===== src/hw/rtl/lrast_pkg.sv =====
`default_nettype none

package lrast_pkg;

  // Fixed widths of the framebuffer side
  localparam int OFF_W       = 28;
  localparam int STRIDE_W    = 16;
  localparam int PIXEL_SHIFT = 2;   // 4 bytes per pixel

  localparam logic [STRIDE_W-1:0] STRIDE_RESET = 16'd5504;

  // Command codes
  localparam logic CMD_START = 1'b0;
  localparam logic CMD_STEP  = 1'b1;

  // Octant classes after endpoint ordering along the major axis
  typedef enum logic [1:0] {
    CLS_SHALLOW_FALL = 2'd0,
    CLS_SHALLOW_RISE = 2'd1,
    CLS_STEEP_RIGHT  = 2'd2,
    CLS_STEEP_LEFT   = 2'd3
  } line_class_t;

  // Status from the back end toward the top level
  typedef struct packed {
    logic pop;
    logic active;
  } bk_stat_t;

endpackage

`default_nettype wire


===== src/hw/rtl/lrast_fifo.sv =====
`default_nettype none

module lrast_fifo #(
  parameter int WIDTH = 8,
  parameter int DEPTH = 2
) (
  input  wire logic             clk,
  input  wire logic             rst_n,
  input  wire logic             push,
  input  wire logic [WIDTH-1:0] push_data,
  input  wire logic             pop,
  output logic      [WIDTH-1:0] pop_data,
  output logic                  full,
  output logic                  empty
);

  localparam int PTR_W = (DEPTH > 1) ? $clog2(DEPTH) : 1;
  localparam int CNT_W = $clog2(DEPTH + 1);

  logic [WIDTH-1:0] mem_r [DEPTH];
  logic [PTR_W-1:0] wr_ptr_r, wr_ptr_nxt;
  logic [PTR_W-1:0] rd_ptr_r, rd_ptr_nxt;
  logic [CNT_W-1:0] count_r, count_nxt;
  logic             do_push, do_pop;

  assign full     = (count_r == CNT_W'(DEPTH));
  assign empty    = (count_r == '0);
  assign do_push  = push && !full;
  assign do_pop   = pop && !empty;
  assign pop_data = mem_r[rd_ptr_r];

  always_comb begin
    wr_ptr_nxt = wr_ptr_r;
    rd_ptr_nxt = rd_ptr_r;
    count_nxt  = count_r;
    if (do_push) begin
      wr_ptr_nxt = (wr_ptr_r == PTR_W'(DEPTH - 1)) ? '0 : wr_ptr_r + 1'b1;
    end
    if (do_pop) begin
      rd_ptr_nxt = (rd_ptr_r == PTR_W'(DEPTH - 1)) ? '0 : rd_ptr_r + 1'b1;
    end
    if (do_push && !do_pop) begin
      count_nxt = count_r + 1'b1;
    end else if (do_pop && !do_push) begin
      count_nxt = count_r - 1'b1;
    end
  end

  always_ff @(posedge clk) begin
    if (!rst_n) begin
      wr_ptr_r <= '0;
      rd_ptr_r <= '0;
      count_r  <= '0;
    end else begin
      wr_ptr_r <= wr_ptr_nxt;
      rd_ptr_r <= rd_ptr_nxt;
      count_r  <= count_nxt;
    end
  end

  always_ff @(posedge clk) begin
    if (do_push) begin
      mem_r[wr_ptr_r] <= push_data;
    end
  end

endmodule

`default_nettype wire


===== src/hw/rtl/lrast_front.sv =====
`default_nettype none

module lrast_front
  import lrast_pkg::*;
#(
  parameter int COORD_BITS = 12,
  parameter int ENTRY_W    = 1 + 3 * COORD_BITS + 2 + (COORD_BITS + 4)
                             + 2 * (COORD_BITS + 2) + OFF_W
) (
  input  wire logic                  command,
  input  wire logic [COORD_BITS-1:0] start_x,
  input  wire logic [COORD_BITS-1:0] start_y,
  input  wire logic [COORD_BITS-1:0] end_x,
  input  wire logic [COORD_BITS-1:0] end_y,
  input  wire logic [STRIDE_W-1:0]   row_stride,
  output logic      [ENTRY_W-1:0]    entry
);

  localparam int C       = COORD_BITS;
  localparam int DEC_W   = C + 4;
  localparam int DELTA_W = C + 2;
  localparam int PROD_W  = C + STRIDE_W;

  typedef struct packed {
    logic                      cmd;
    logic [C-1:0]              x0;
    logic [C-1:0]              y0;
    logic [C-1:0]              major_end;
    line_class_t               cls;
    logic signed [DEC_W-1:0]   dec;
    logic signed [DELTA_W-1:0] a2;
    logic signed [DELTA_W-1:0] b2;
    logic [OFF_W-1:0]          row_part;
  } entry_t;

  entry_t             ent;
  logic signed [C:0]  dx, dy, a, b;
  logic [C:0]         adx, ady;
  logic               shallow, swap;
  logic [C-1:0]       ox0, oy0, ox1, oy1;
  logic [DEC_W-1:0]   a_e, b_e;
  logic [PROD_W-1:0]  prod_s, prod_e;

  assign dx  = $signed({1'b0, end_x}) - $signed({1'b0, start_x});
  assign dy  = $signed({1'b0, end_y}) - $signed({1'b0, start_y});
  assign adx = dx[C] ? -dx : dx;
  assign ady = dy[C] ? -dy : dy;

  // Ties on the span go to the steep side
  assign shallow = (adx > ady);
  assign swap    = shallow ? (start_x > end_x) : (start_y > end_y);

  assign ox0 = swap ? end_x : start_x;
  assign oy0 = swap ? end_y : start_y;
  assign ox1 = swap ? start_x : end_x;
  assign oy1 = swap ? start_y : end_y;

  assign a   = $signed({1'b0, oy0}) - $signed({1'b0, oy1});
  assign b   = $signed({1'b0, ox1}) - $signed({1'b0, ox0});
  assign a_e = {{(DEC_W - C - 1){a[C]}}, a};
  assign b_e = {{(DEC_W - C - 1){b[C]}}, b};

  // Both row products run beside the classifier; the ordering picks one
  assign prod_s = PROD_W'(start_y) * PROD_W'(row_stride);
  assign prod_e = PROD_W'(end_y) * PROD_W'(row_stride);

  always_comb begin
    ent           = '0;
    ent.cmd       = (command == CMD_START) ? CMD_START : CMD_STEP;
    ent.x0        = ox0;
    ent.y0        = oy0;
    ent.major_end = shallow ? ox1 : oy1;
    ent.a2        = {a, 1'b0};
    ent.b2        = {b, 1'b0};
    ent.row_part  = OFF_W'(swap ? prod_e : prod_s);
    if (shallow) begin
      ent.cls = (oy0 > oy1) ? CLS_SHALLOW_FALL : CLS_SHALLOW_RISE;
    end else begin
      ent.cls = (ox1 > ox0) ? CLS_STEEP_RIGHT : CLS_STEEP_LEFT;
    end
    case (ent.cls)
      CLS_SHALLOW_FALL: ent.dec = (a_e <<< 1) - b_e;
      CLS_SHALLOW_RISE: ent.dec = (a_e <<< 1) + b_e;
      CLS_STEEP_RIGHT:  ent.dec = a_e + (b_e <<< 1);
      default:          ent.dec = (b_e <<< 1) - a_e;
    endcase
  end

  assign entry = ent;

endmodule

`default_nettype wire


===== src/hw/rtl/lrast_back.sv =====
`default_nettype none

module lrast_back
  import lrast_pkg::*;
#(
  parameter int COORD_BITS = 12,
  parameter int ENTRY_W    = 1 + 3 * COORD_BITS + 2 + (COORD_BITS + 4)
                             + 2 * (COORD_BITS + 2) + OFF_W
) (
  input  wire logic                  clk,
  input  wire logic                  rst_n,
  input  wire logic [ENTRY_W-1:0]    q_data,
  input  wire logic                  q_empty,
  input  wire logic [STRIDE_W-1:0]   row_stride,
  input  wire logic                  out_stall,
  output logic                       out_valid,
  output logic      [COORD_BITS-1:0] pixel_x,
  output logic      [COORD_BITS-1:0] pixel_y,
  output logic      [OFF_W-1:0]      byte_offset,
  output logic                       last_pixel,
  output bk_stat_t                   stat
);

  localparam int C       = COORD_BITS;
  localparam int DEC_W   = C + 4;
  localparam int DELTA_W = C + 2;

  typedef struct packed {
    logic                      cmd;
    logic [C-1:0]              x0;
    logic [C-1:0]              y0;
    logic [C-1:0]              major_end;
    line_class_t               cls;
    logic signed [DEC_W-1:0]   dec;
    logic signed [DELTA_W-1:0] a2;
    logic signed [DELTA_W-1:0] b2;
    logic [OFF_W-1:0]          row_part;
  } entry_t;

  entry_t                    ent;
  logic [C-1:0]              cur_x_r, cur_x_nxt;
  logic [C-1:0]              cur_y_r, cur_y_nxt;
  logic [C-1:0]              major_end_r, major_end_nxt;
  logic signed [DEC_W-1:0]   dec_r, dec_nxt;
  logic signed [DELTA_W-1:0] a2_r, a2_nxt;
  logic signed [DELTA_W-1:0] b2_r, b2_nxt;
  line_class_t               cls_r, cls_nxt;
  logic [OFF_W-1:0]          off_r, off_nxt;
  logic                      active_r, active_nxt;
  logic                      out_valid_r, out_valid_nxt;

  logic                      pop, is_step;
  logic                      shallow, mv, minor_neg, dec_pos, dec_neg;
  logic [C-1:0]              mv_c, major_new;
  logic [DEC_W-1:0]          a2_e, b2_e;
  logic [OFF_W-1:0]          pix_step, stride_e, minor_amt, major_amt;

  assign ent      = entry_t'(q_data);
  assign is_step  = (ent.cmd == CMD_STEP);
  assign pop      = !q_empty && (!out_valid_r || !out_stall);

  assign a2_e     = {{(DEC_W - DELTA_W){a2_r[DELTA_W-1]}}, a2_r};
  assign b2_e     = {{(DEC_W - DELTA_W){b2_r[DELTA_W-1]}}, b2_r};
  assign dec_neg  = dec_r[DEC_W-1];
  assign dec_pos  = !dec_r[DEC_W-1] && (dec_r != '0);
  assign pix_step = OFF_W'(1) << PIXEL_SHIFT;
  assign stride_e = OFF_W'(row_stride);
  assign shallow  = (cls_r == CLS_SHALLOW_FALL) || (cls_r == CLS_SHALLOW_RISE);
  assign mv_c     = {{(C - 1){1'b0}}, mv};

  always_comb begin
    cur_x_nxt     = cur_x_r;
    cur_y_nxt     = cur_y_r;
    major_end_nxt = major_end_r;
    dec_nxt       = dec_r;
    a2_nxt        = a2_r;
    b2_nxt        = b2_r;
    cls_nxt       = cls_r;
    off_nxt       = off_r;
    active_nxt    = active_r;
    mv            = 1'b0;
    minor_neg     = 1'b0;
    minor_amt     = '0;
    major_amt     = '0;
    major_new     = '0;

    if (!is_step) begin
      // Load a new line; any line in flight is dropped
      cur_x_nxt     = ent.x0;
      cur_y_nxt     = ent.y0;
      major_end_nxt = ent.major_end;
      dec_nxt       = ent.dec;
      a2_nxt        = ent.a2;
      b2_nxt        = ent.b2;
      cls_nxt       = ent.cls;
      off_nxt       = (OFF_W'(ent.x0) << PIXEL_SHIFT) + ent.row_part;
      major_new     = ((ent.cls == CLS_SHALLOW_FALL) || (ent.cls == CLS_SHALLOW_RISE)) ?
                      ent.x0 : ent.y0;
      active_nxt    = (major_new != ent.major_end);
    end else if (active_r) begin
      case (cls_r)
        CLS_SHALLOW_FALL: begin
          mv        = dec_pos;
          dec_nxt   = dec_r + a2_e - (mv ? b2_e : '0);
          cur_x_nxt = cur_x_r + 1'b1;
          cur_y_nxt = cur_y_r - mv_c;
          minor_neg = 1'b1;
        end
        CLS_SHALLOW_RISE: begin
          mv        = dec_neg;
          dec_nxt   = dec_r + a2_e + (mv ? b2_e : '0);
          cur_x_nxt = cur_x_r + 1'b1;
          cur_y_nxt = cur_y_r + mv_c;
        end
        CLS_STEEP_RIGHT: begin
          mv        = dec_pos;
          dec_nxt   = dec_r + b2_e + (mv ? a2_e : '0);
          cur_x_nxt = cur_x_r + mv_c;
          cur_y_nxt = cur_y_r + 1'b1;
        end
        default: begin
          mv        = dec_neg;
          dec_nxt   = dec_r + b2_e - (mv ? a2_e : '0);
          cur_x_nxt = cur_x_r - mv_c;
          cur_y_nxt = cur_y_r + 1'b1;
          minor_neg = 1'b1;
        end
      endcase
      major_amt  = shallow ? pix_step : stride_e;
      minor_amt  = mv ? (shallow ? stride_e : pix_step) : '0;
      off_nxt    = off_r + major_amt + (minor_neg ? (OFF_W'(0) - minor_amt) : minor_amt);
      major_new  = shallow ? cur_x_nxt : cur_y_nxt;
      active_nxt = (major_new != major_end_r);
    end

    if (pop) begin
      out_valid_nxt = !is_step || active_r;
    end else if (!out_stall) begin
      out_valid_nxt = 1'b0;
    end else begin
      out_valid_nxt = out_valid_r;
    end
  end

  always_ff @(posedge clk) begin
    if (!rst_n) begin
      cur_x_r     <= '0;
      cur_y_r     <= '0;
      major_end_r <= '0;
      dec_r       <= '0;
      a2_r        <= '0;
      b2_r        <= '0;
      cls_r       <= CLS_SHALLOW_FALL;
      off_r       <= '0;
      active_r    <= 1'b0;
      out_valid_r <= 1'b0;
    end else begin
      out_valid_r <= out_valid_nxt;
      if (pop) begin
        cur_x_r     <= cur_x_nxt;
        cur_y_r     <= cur_y_nxt;
        major_end_r <= major_end_nxt;
        dec_r       <= dec_nxt;
        a2_r        <= a2_nxt;
        b2_r        <= b2_nxt;
        cls_r       <= cls_nxt;
        off_r       <= off_nxt;
        active_r    <= active_nxt;
      end
    end
  end

  // The line state doubles as the output register: it only moves on a pop,
  // and a pop only happens when the previous pixel has left
  assign out_valid   = out_valid_r;
  assign pixel_x     = cur_x_r;
  assign pixel_y     = cur_y_r;
  assign byte_offset = off_r;
  assign last_pixel  = !active_r;
  assign stat.pop    = pop;
  assign stat.active = active_r;

endmodule

`default_nettype wire


===== src/hw/rtl/midpoint_line_rasterizer_unit.sv =====
// Path: a command is stored in the command queue and then registered in the
//   pixel engine state; an output stall can hold it in the queue.
// Throughput: one command per clock unless the queue is full; one pixel per
//   active step without output stall, via the single decision/offset update.
// Reset (rst_n low, synchronous): empties the queue, drops any line, clears
//   the output valid and loads row_stride with 5504.
`default_nettype none

module midpoint_line_rasterizer_unit
  import lrast_pkg::*;
#(
  parameter int COORD_BITS = 12
) (
  input  wire logic                  clk,
  input  wire logic                  rst_n,
  // command channel
  input  wire logic                  in_valid,
  output logic                       in_stall,
  input  wire logic                  in_command,
  input  wire logic [COORD_BITS-1:0] in_start_x,
  input  wire logic [COORD_BITS-1:0] in_start_y,
  input  wire logic [COORD_BITS-1:0] in_end_x,
  input  wire logic [COORD_BITS-1:0] in_end_y,
  // pixel channel
  output logic                       out_valid,
  input  wire logic                  out_stall,
  output logic      [COORD_BITS-1:0] out_pixel_x,
  output logic      [COORD_BITS-1:0] out_pixel_y,
  output logic      [OFF_W-1:0]      out_byte_offset,
  output logic                       out_last_pixel,
  // row stride register
  input  wire logic                  cfg_we,
  input  wire logic [STRIDE_W-1:0]   cfg_wdata
);

  localparam int ENTRY_W = 1 + 3 * COORD_BITS + 2 + (COORD_BITS + 4)
                           + 2 * (COORD_BITS + 2) + OFF_W;
  localparam int Q_DEPTH = 2;

  logic [STRIDE_W-1:0] row_stride_r;
  logic [ENTRY_W-1:0]  fr_entry;
  logic [ENTRY_W-1:0]  q_data;
  logic                q_full, q_empty;
  logic                in_xfer;
  bk_stat_t            bk_stat;

  // Row stride register; the user must write it only while no line is in flight (the block does not enforce this)
  always_ff @(posedge clk) begin
    if (!rst_n) begin
      row_stride_r <= STRIDE_RESET;
    end else if (cfg_we) begin
      row_stride_r <= cfg_wdata;
    end
  end

  // Hold the command channel only when the queue is full
  assign in_stall = q_full;
  assign in_xfer  = in_valid && !in_stall;

  // Front end: order the endpoints, classify the octant, seed the decision
  // value and the row part of the first byte offset
  lrast_front #(
    .COORD_BITS (COORD_BITS),
    .ENTRY_W    (ENTRY_W)
  ) u_front (
    .command    (in_command),
    .start_x    (in_start_x),
    .start_y    (in_start_y),
    .end_x      (in_end_x),
    .end_y      (in_end_y),
    .row_stride (row_stride_r),
    .entry      (fr_entry)
  );

  // Short queue decouples acceptance from pixel output backpressure
  lrast_fifo #(
    .WIDTH (ENTRY_W),
    .DEPTH (Q_DEPTH)
  ) u_queue (
    .clk       (clk),
    .rst_n     (rst_n),
    .push      (in_xfer),
    .push_data (fr_entry),
    .pop       (bk_stat.pop),
    .pop_data  (q_data),
    .full      (q_full),
    .empty     (q_empty)
  );

  // Back end: load lines, advance one pixel per step, drop steps while idle
  lrast_back #(
    .COORD_BITS (COORD_BITS),
    .ENTRY_W    (ENTRY_W)
  ) u_back (
    .clk         (clk),
    .rst_n       (rst_n),
    .q_data      (q_data),
    .q_empty     (q_empty),
    .row_stride  (row_stride_r),
    .out_stall   (out_stall),
    .out_valid   (out_valid),
    .pixel_x     (out_pixel_x),
    .pixel_y     (out_pixel_y),
    .byte_offset (out_byte_offset),
    .last_pixel  (out_last_pixel),
    .stat        (bk_stat)
  );

  // The engine never pulls from an empty queue
  a_no_pop_empty: assert property (@(posedge clk) disable iff (!rst_n)
    q_empty |-> !bk_stat.pop)
    else $error("pixel engine popped an empty command queue");

  // A step that reaches an idle engine produces no pixel
  a_idle_step_silent: assert property (@(posedge clk) disable iff (!rst_n)
    (bk_stat.pop && (q_data[ENTRY_W-1] == CMD_STEP) && !bk_stat.active)
      |=> !out_valid)
    else $error("step on idle engine produced a pixel");

  // A start into an empty, idle path shows its first pixel once through the queue and the engine state
  a_start_latency: assert property (@(posedge clk) disable iff (!rst_n)
    (in_xfer && (in_command == CMD_START) && q_empty && !out_valid)
      |-> ##2 out_valid)
    else $error("start command did not produce its first pixel on time");

endmodule

`default_nettype wire


===== config.mk =====
export PLATFORM = sky130hd
export DESIGN_NAME = midpoint_line_rasterizer_unit
export DESIGN_NICKNAME = d
export VERILOG_FILES = /design/src/hw/rtl/lrast_pkg.sv /design/src/hw/rtl/lrast_fifo.sv /design/src/hw/rtl/lrast_front.sv /design/src/hw/rtl/lrast_back.sv /design/src/hw/rtl/midpoint_line_rasterizer_unit.sv
export SDC_FILE = /design/constraint.sdc
export NUM_CORES = 2
export LEC_CHECK = 0
export BUFFER_PORTS_ARGS = -buffer_cell sky130_fd_sc_hd__clkbuf_2
export CAP_MARGIN = 10
export CORE_MARGIN = 1.5
export CORE_UTILIZATION = 42
export CTS_BUF_LIST = sky130_fd_sc_hd__clkbuf_4 sky130_fd_sc_hd__clkbuf_8 sky130_fd_sc_hd__clkbuf_16
export DETAILED_ROUTE_END_ITERATION = 16
export SYNTH_ARGS = -nofsm -noshare
export SYNTH_HDL_FRONTEND = slang
export SYNTH_SLANG_ARGS = --single-unit

===== constraint.sdc =====
create_clock -name clk -period 27.1 [get_ports clk]
set_clock_uncertainty 0.05 [all_clocks]
set_input_delay 2.71 -clock clk [delete_from_list [all_inputs] [get_ports clk]]
set_output_delay 2.71 -clock clk [all_outputs]
set_load 0.05 [all_outputs]

Yosys cells after proc, flatten, opt, wreduce, memory -nomap -nowiden
Memory sizes are Yosys's and may differ from the RTL's. A register that Yosys moved wholly into a read port is not among the register bits.
Cells that the tools add are included.
{"block": "totals", "mem_bits_ro": 0, "regBits": 132, "memories": 1, "word_cells": 153, "latchBits": 0, "out_inout_bits": 55, "input_bits": 70, "ramBits": 218}
{"block": "op_classes", "n_mul": 2, "eq_ne": 10, "reduce_logical": 31, "div": 0, "muxes": 59, "magnitude_cmp": 5, "addsub": 30, "shifts": 0, "n_bitwise": 1}
{"memory": "u_queue.mem_r", "words": 2, "word_bits": 109, "read_ports": 1, "rd_clocked_by_memory_dff": 1, "write_ports": 1, "line_no": "lrast_fifo.sv:20", "source": "logic [WIDTH-1:0] mem_r [DEPTH];"}
{"cell": "two-way mux 12 bit", "n": 15}
{"cell": "two-way mux 28 bit", "n": 5}
{"cell": "two-way mux 16 bit", "n": 8}
{"cell": "one-hot mux 16 bit (3 select lines)", "n": 2}
{"cell": "adder 16 bit", "n": 4}
{"cell": "adder 28 bit", "n": 2}
{"cell": "multiplier 12 x 16 -> 28 bit", "n": 2}
{"cell": "subtractor 12 x 12 -> 13 bit", "n": 4}
{"cell": "> comparator 12 bit", "n": 4}
{"cell": "one-hot mux 12 bit (2 select lines)", "n": 2}
{"cell": "subtractor 16 bit", "n": 2}
{"cell": "subtractor 14 x 13 -> 15 bit", "n": 2}
{"cell": "adder 14 x 28 -> 28 bit", "n": 1}
{"cell": "subtractor 1 x 28 -> 28 bit (first input constant)", "n": 1}
{"cell": "two-way mux 13 bit", "n": 2}
{"cell": "negation 13 bit", "n": 2}
{"cell": "adder 12 x 1 -> 12 bit", "n": 2}
{"cell": "adder 12 x 1 -> 12 bit (second input constant)", "n": 2}
{"cell": "!= test 12 bit", "n": 2}
{"cell": "subtractor 12 x 1 -> 12 bit", "n": 2}
{"cell": "two-way mux 1 bit", "n": 22}
{"cell": "nonzero test 16 bit", "n": 1}
{"cell": "adder 13 x 14 -> 15 bit", "n": 1}
{"cell": "adder 14 x 13 -> 15 bit", "n": 1}
{"cell": "16 further kinds", "n": 47}

Longest topological paths before layout
{"block": "logic_depth", "word_depth": 15, "mapped_depth": 47, "mapped_depth_nobuf": 44}

Hierarchy
From an unflattened synthesis, not the netlist that was laid out.
{"block": "hier_totals", "hier_cells": 4576, "hier_area_um2": 40520.1}
{"module": "lrast_front", "n_inst": 1, "area_each_um2": 18501.5, "seq_area_each_um2": 0.0, "cells_each": 2397}
{"module": "lrast_back", "n_inst": 1, "area_each_um2": 13137.6, "seq_area_each_um2": 2242.2, "cells_each": 1757}
{"module": "lrast_fifo", "n_inst": 1, "area_each_um2": 8269.2, "seq_area_each_um2": 6766.5, "cells_each": 370}
{"module": "midpoint_line_rasterizer_unit", "n_inst": 1, "area_each_um2": 611.8, "seq_area_each_um2": 320.3, "cells_each": 52}

Worst setup path after synthesis
OpenSTA, ideal clock, no wires.
{"block": "synth_timing", "path_type": "input port to flip-flop", "start": "input port in_start_y[2]", "end": "memory u_queue.mem_r[0][67] in the netlist's numbering (data pin)", "path_stages": 44, "setup_ps": 261, "required_time_ps": 26789, "setup_slack_ps": 16265, "t_arrival_ps": 10524, "n_path_buf": 6, "path_cell_list": "clkbuf_1 inv_1 ha_1 clkbuf_1 nor2b_1 o21ai_0 nand2b_1 a21o_1 a21o_1 a21o_1 a21o_1 a221o_1 clkbuf_1 nor3b_1 nand3_1 ha_1 and3_1 nand4_1 [... 8 more ...] ha_1 nor2_1 xnor2_1 ha_1 inv_1 a21oi_1 o21bai_1 a21oi_1 o21bai_1 a21oi_1 o31a_1 a31o_2 or3b_1 a31oi_4 o31ai_1 a211oi_2 o211ai_1 o2bb2ai_1"}
{"block": "synth_via", "elab_cells_between_ends": 25, "cone_classes": "add/sub (8); order compare (4); eq/ne (2); mux (10); reduce/logical (1)"}
{"element": "from (decl)", "line_no": "midpoint_line_rasterizer_unit.sv:21", "source": "input wire logic [COORD_BITS-1:0] in_start_y,"}
{"element": "subtractor 12 x 12 -> 13 bit", "line_no": "lrast_front.sv:45", "source": "assign dy = $signed({1'b0, end_y}) - $signed({1'b0, start_y});"}
{"element": "negation 13 bit", "line_no": "lrast_front.sv:47", "source": "assign ady = dy[C] ? -dy : dy;"}
{"element": "two-way mux 13 bit", "line_no": "lrast_front.sv:47"}
{"element": "> comparator 13 bit", "line_no": "lrast_front.sv:50", "source": "assign shallow = (adx > ady);"}
{"element": "two-way mux 1 bit", "line_no": "lrast_front.sv:51", "source": "assign swap = shallow ? (start_x > end_x) : (start_y > end_y);"}
{"element": "two-way mux 12 bit, on equally long branches", "line_no": "lrast_front.sv:54, lrast_front.sv:56"}
{"element": "subtractor 12 x 12 -> 13 bit *", "line_no": "lrast_front.sv:58", "source": "assign a = $signed({1'b0, oy0}) - $signed({1'b0, oy1});"}
{"element": "named net fr_entry[45]", "line_no": "midpoint_line_rasterizer_unit.sv:41", "source": "logic [ENTRY_W-1:0] fr_entry;"}
{"element": "subtractor 14 x 13 -> 15 bit (tied with other cells)", "line_no": "lrast_front.sv:85", "source": "default: ent.dec = (b_e <<< 1) - a_e;"}
{"element": "one-hot mux 16 bit (3 select lines) *", "line_no": "lrast_front.sv:81", "source": "case (ent.cls)"}
{"element": "named net fr_entry[69]", "line_no": "midpoint_line_rasterizer_unit.sv:41"}
{"element": "to (decl)", "line_no": "lrast_fifo.sv:20"}
The timed path passes the listed nets; every way through them passes the cells marked *.

Final worst setup path
{"block": "layout_timing", "start": "input port in_start_y[2]", "end": "memory u_queue.mem_r[1][67] in the netlist's numbering (data pin)"}
Same word-level chain as after synthesis.

==> flow_summary_export.csv <==
group,metric,value,unit
floorplan,die_height,308,um
logic_synthesis,netlist_instances,4488,
min_path,holdPathStages,2,
floorplan,fp.dieW,308,um
clock_tree,post_cts_buffers,0,
detailed_routing,drc,0,
global_route,use_met3,0.0326,
worst_setup_path,r2r-start,"row_stride_r[5]",
clock_tree,cts_sinks,347,
timing,drv_slew,0,
detailed_routing,viasPerCell,5.51,
timing,grt_setup_unrepaired,"false",
min_path,min_delay_worst_endpoint,"u_back.byte_offset[14]",
clock_tree,clock_latency,0.57,ns
logic_synthesis,synth_area,0.0390,mm^2
clock_tree,cts_tree,"done",
floorplan,dieArea,0.0947,mm^2
detailed_routing,wl_per_cell,20.4,um
floorplan,rows,111,
timing,fin_crit_sh,0.495,
worst_setup_path,start_kind,"input pin",
worst_setup_path,r2r_slack,19.31,ns
global_route,grt_use_met1,0.338,
floorplan,io_pins,125,
clock_tree,holdBufCountCts,0,
placement,gp_congestion,0.934,
detailed_routing,drtAntennaViolNets,0,
placement,placed_area,0.0407,mm^2
clock_tree,cts_resized,0,
layout,multi_input_area,0.0271,mm^2
floorplan,core-area,0.0918,mm^2
placement,io_buffers,124,
logic_synthesis,ys_types,89,
min_path,hp-class,"register to register",
timing,hold_slack,0.435,ns
worst_setup_path,end_kind,"register",
layout,ff_latch_area,0.00911,mm^2
layout,area_growth,7.73,%
global_route,antenna_found_initial,6,
run_status,status,"finished, final reports clean",
layout,fill_cells,9022,
floorplan,start_util,0.425,
clock_tree,clockBufferDepth,3,
detailed_routing,drt_wl_total,117,mm
layout,final_util,0.457,
clock_tree,path_clk_slew,0.06,ns
global_route,globalRouteOverflowTotal,0,
worst_setup_path,crit_fanout,65,
logic_synthesis,synth-warning-count,0,
timing,worst_slew_pin_slew,1.07,ns
logic_synthesis,synth_seq_area_share,0.234,
timing,finalSetupTns,0,ns
timing,fmax,74.5,MHz
worst_setup_path,r2r_cells,25,
clock_tree,h-tree-depth,2,
logic_synthesis,async_flop_share,0,
global_route,grt_pass1_wl,181,mm
placement,dp_hpwl,91.0,mm
clock_tree,cts_root_buf,"clkbuf_16",
logic_synthesis,synth_edf_count,216,
global_route,grt_start_max_net_pins,85,
global_route,grt_pass1_vias,31100,
worst_setup_path,r2r_end,"u_queue.mem_r[0][26]",
timing,fin_crit,13.42,ns
layout,final_layout_size_suffix_gt1_frac,0.0707,
layout,stdcell_area,0.0420,mm^2
detailed_routing,drtPass1Iterations,5,
logic_synthesis,syn_nets,5229,
detailed_routing,vias,31600,
worst_setup_path,cp.required,27.34,ns
worst_setup_path,worstSetupPathType,"input pin to register",
global_route,met2_usage,0.403,
layout,fin_nets,5206,
worst_setup_path,critPathTopFamily,"compound AO/OA/AOI/OAI gates",
timing,slew_headroom,0.277,
flow_run,drv_cap,0,
clock_tree,numCtsBuffers,40,
worst_setup_path,path_buf_inv,7,
timing,setup_viol,0,
logic_synthesis,syn_avg_cell_area,8.69,um^2
global_route,grt_busiest_layer,"met2",
worst_setup_path,crit_arrival,13.66,ns
logic_synthesis,synth_seq_cells,347,
detailed_routing,drtIter0Drc,2435,
worst_setup_path,crit_slowest_cell,"inv_2",
worst_setup_path,cpPeakStageDelay,0.75,ns
min_path,min_from,"u_back.byte_offset[14]",
timing,hold_violations,0,
global_route,track_usage,0.248,
logic_synthesis,synthFlopType,"edfxtp_1",
-- routing by layer --
layer | part of all wire | vias to the layer above
met3 | 0.056 | 175
met4 | 0.037 | 0
met1 | 0.45 | 15400
met2 | 0.46 | 867
met5 | 0 | -
li1 | - | 15200
-- synthesized netlist by cell type, types with 12 or more instances --
cell	n	area share
buf_1	35	0.0034
o21ai_0	208	0.027
and3_1	24	0.0039
a211oi_1	97	0.019
o211ai_1	22	0.0042
o21ai_1	18	0.0023
o21bai_1	59	0.011
ha_1	361	0.12
a21oi_1	282	0.036
a21boi_0	22	0.0042
mux2i_1	144	0.037
nand2b_1	38	0.0061
or3_1	40	0.0064
mux2_2	28	0.0081
nor2b_1	40	0.0064
nor2_1	323	0.031
nor4_1	19	0.0030
fa_1	310	0.16
a311oi_1	14	0.0031
inv_1	486	0.047
buf_2	16	0.0021
nand3_1	53	0.0068
a31oi_1	29	0.0047
a21o_1	68	0.013
xor2_1	81	0.018
clkbuf_1	185	0.018
nor3_1	77	0.0099
edfxtp_1	216	0.17
and2_1	122	0.020
nand2_1	556	0.054
dfxtp_1	131	0.067
nand4_1	14	0.0022
o31ai_1	12	0.0023
o21a_1	18	0.0035
xnor2_1	179	0.040
-- cell families after synthesis --
family | count (synthesis) | share of synthesized area
buf+inv | 729 | 0.0716
compound gates | 962 | 0.159
flops | 347 | 0.234
simple gates | 1344 | 0.156
xor+xnor | 261 | 0.0590
mux | 174 | 0.0459
fa+ha+maj | 671 | 0.275
-- registers in the layout (all words and copies together), names as in the netlist, 2 cells and up, named ones only --
name and flops:
u_back.major_end_r 12, u_back.pixel_y 12, u_queue.mem_r 216, u_back.a2_r 13, u_back.pixel_x 12, u_queue.count_r 2, row_stride_r 16, u_back.b2_r 13
u_back.byte_offset 28, u_back.dec_r 16, u_back.cls_r 2
-- metrics by stage --
stage,worst slack (ns),instances
finish,13.68,5744
global route,12.83,5744
CTS,13.68,5738
detailed placement,13.14,5666
global placement,13.36,5666
floorplan,16.26,4488
-- cells in the final DEF (no fill, tap or decap), types with 9 or more instances in the layout --
cell type  count
a31oi_1       29
a221o_1        9
nor3b_1       10
a21oi_1      281
o21bai_1      59
o21ai_0      208
nor4_1        19
fa_1         310
mux2i_1      143
inv_1        485
a311oi_1      14
nand2_1      556
o21a_1        18
buf_4         52
nor3_1        77
ha_1         361
nor2b_1       40
edfxtp_1     216
clkbuf_16     40
dfxtp_1      130
o31ai_1       12
nand4_1       14
nand2b_1      38
o211ai_1      22
xnor2_1      179
nand3_1       53
clkbuf_4      10
or2_2          9
mux2_2        28
xor2_1        81
a21boi_0      22
nor2_1       320
and3_1        23
o21ai_1       18
a221oi_1       9
a211oi_1      97
and2_1       122
or3_1         40
clkbuf_2     124
a21o_1        67
-- worst min-delay path, stage by stage, from the launching register on --
cell and delay [ns]:
dfxtp_1 0.33, nand2_1 0.06, a21oi_1 0.05
-- how the worst max path moves through the flow --
stage,startpoint,end,slack (ns),depth (start not counted)
finish,in_start_y[2],u_queue.mem_r[1][67],13.68,43
global route,in_start_y[2],u_queue.mem_r[1][67],12.83,43
CTS,in_start_y[2],u_queue.mem_r[1][67],13.68,43
detailed placement,in_start_y[2],u_queue.mem_r[1][67],13.14,43
global placement,in_start_y[2],u_queue.mem_r[0][67],13.36,43
floorplan,in_start_y[2],u_queue.mem_r[0][67],16.26,44
-- area by class of cell --
cell class	count	share of cell area
multi-input cells	3412	0.646
flip-flops and latches	347	0.217
inverters	488	0.0437
well taps	1243	0.0370
clock buffers	51	0.0259
repair buffers	176	0.0241
clock inverters	21	0.00557
diodes	6	0.000358
Power is not shown: default switching activity piles up to over one toggle a cycle in this logic, so the estimate is an artifact.
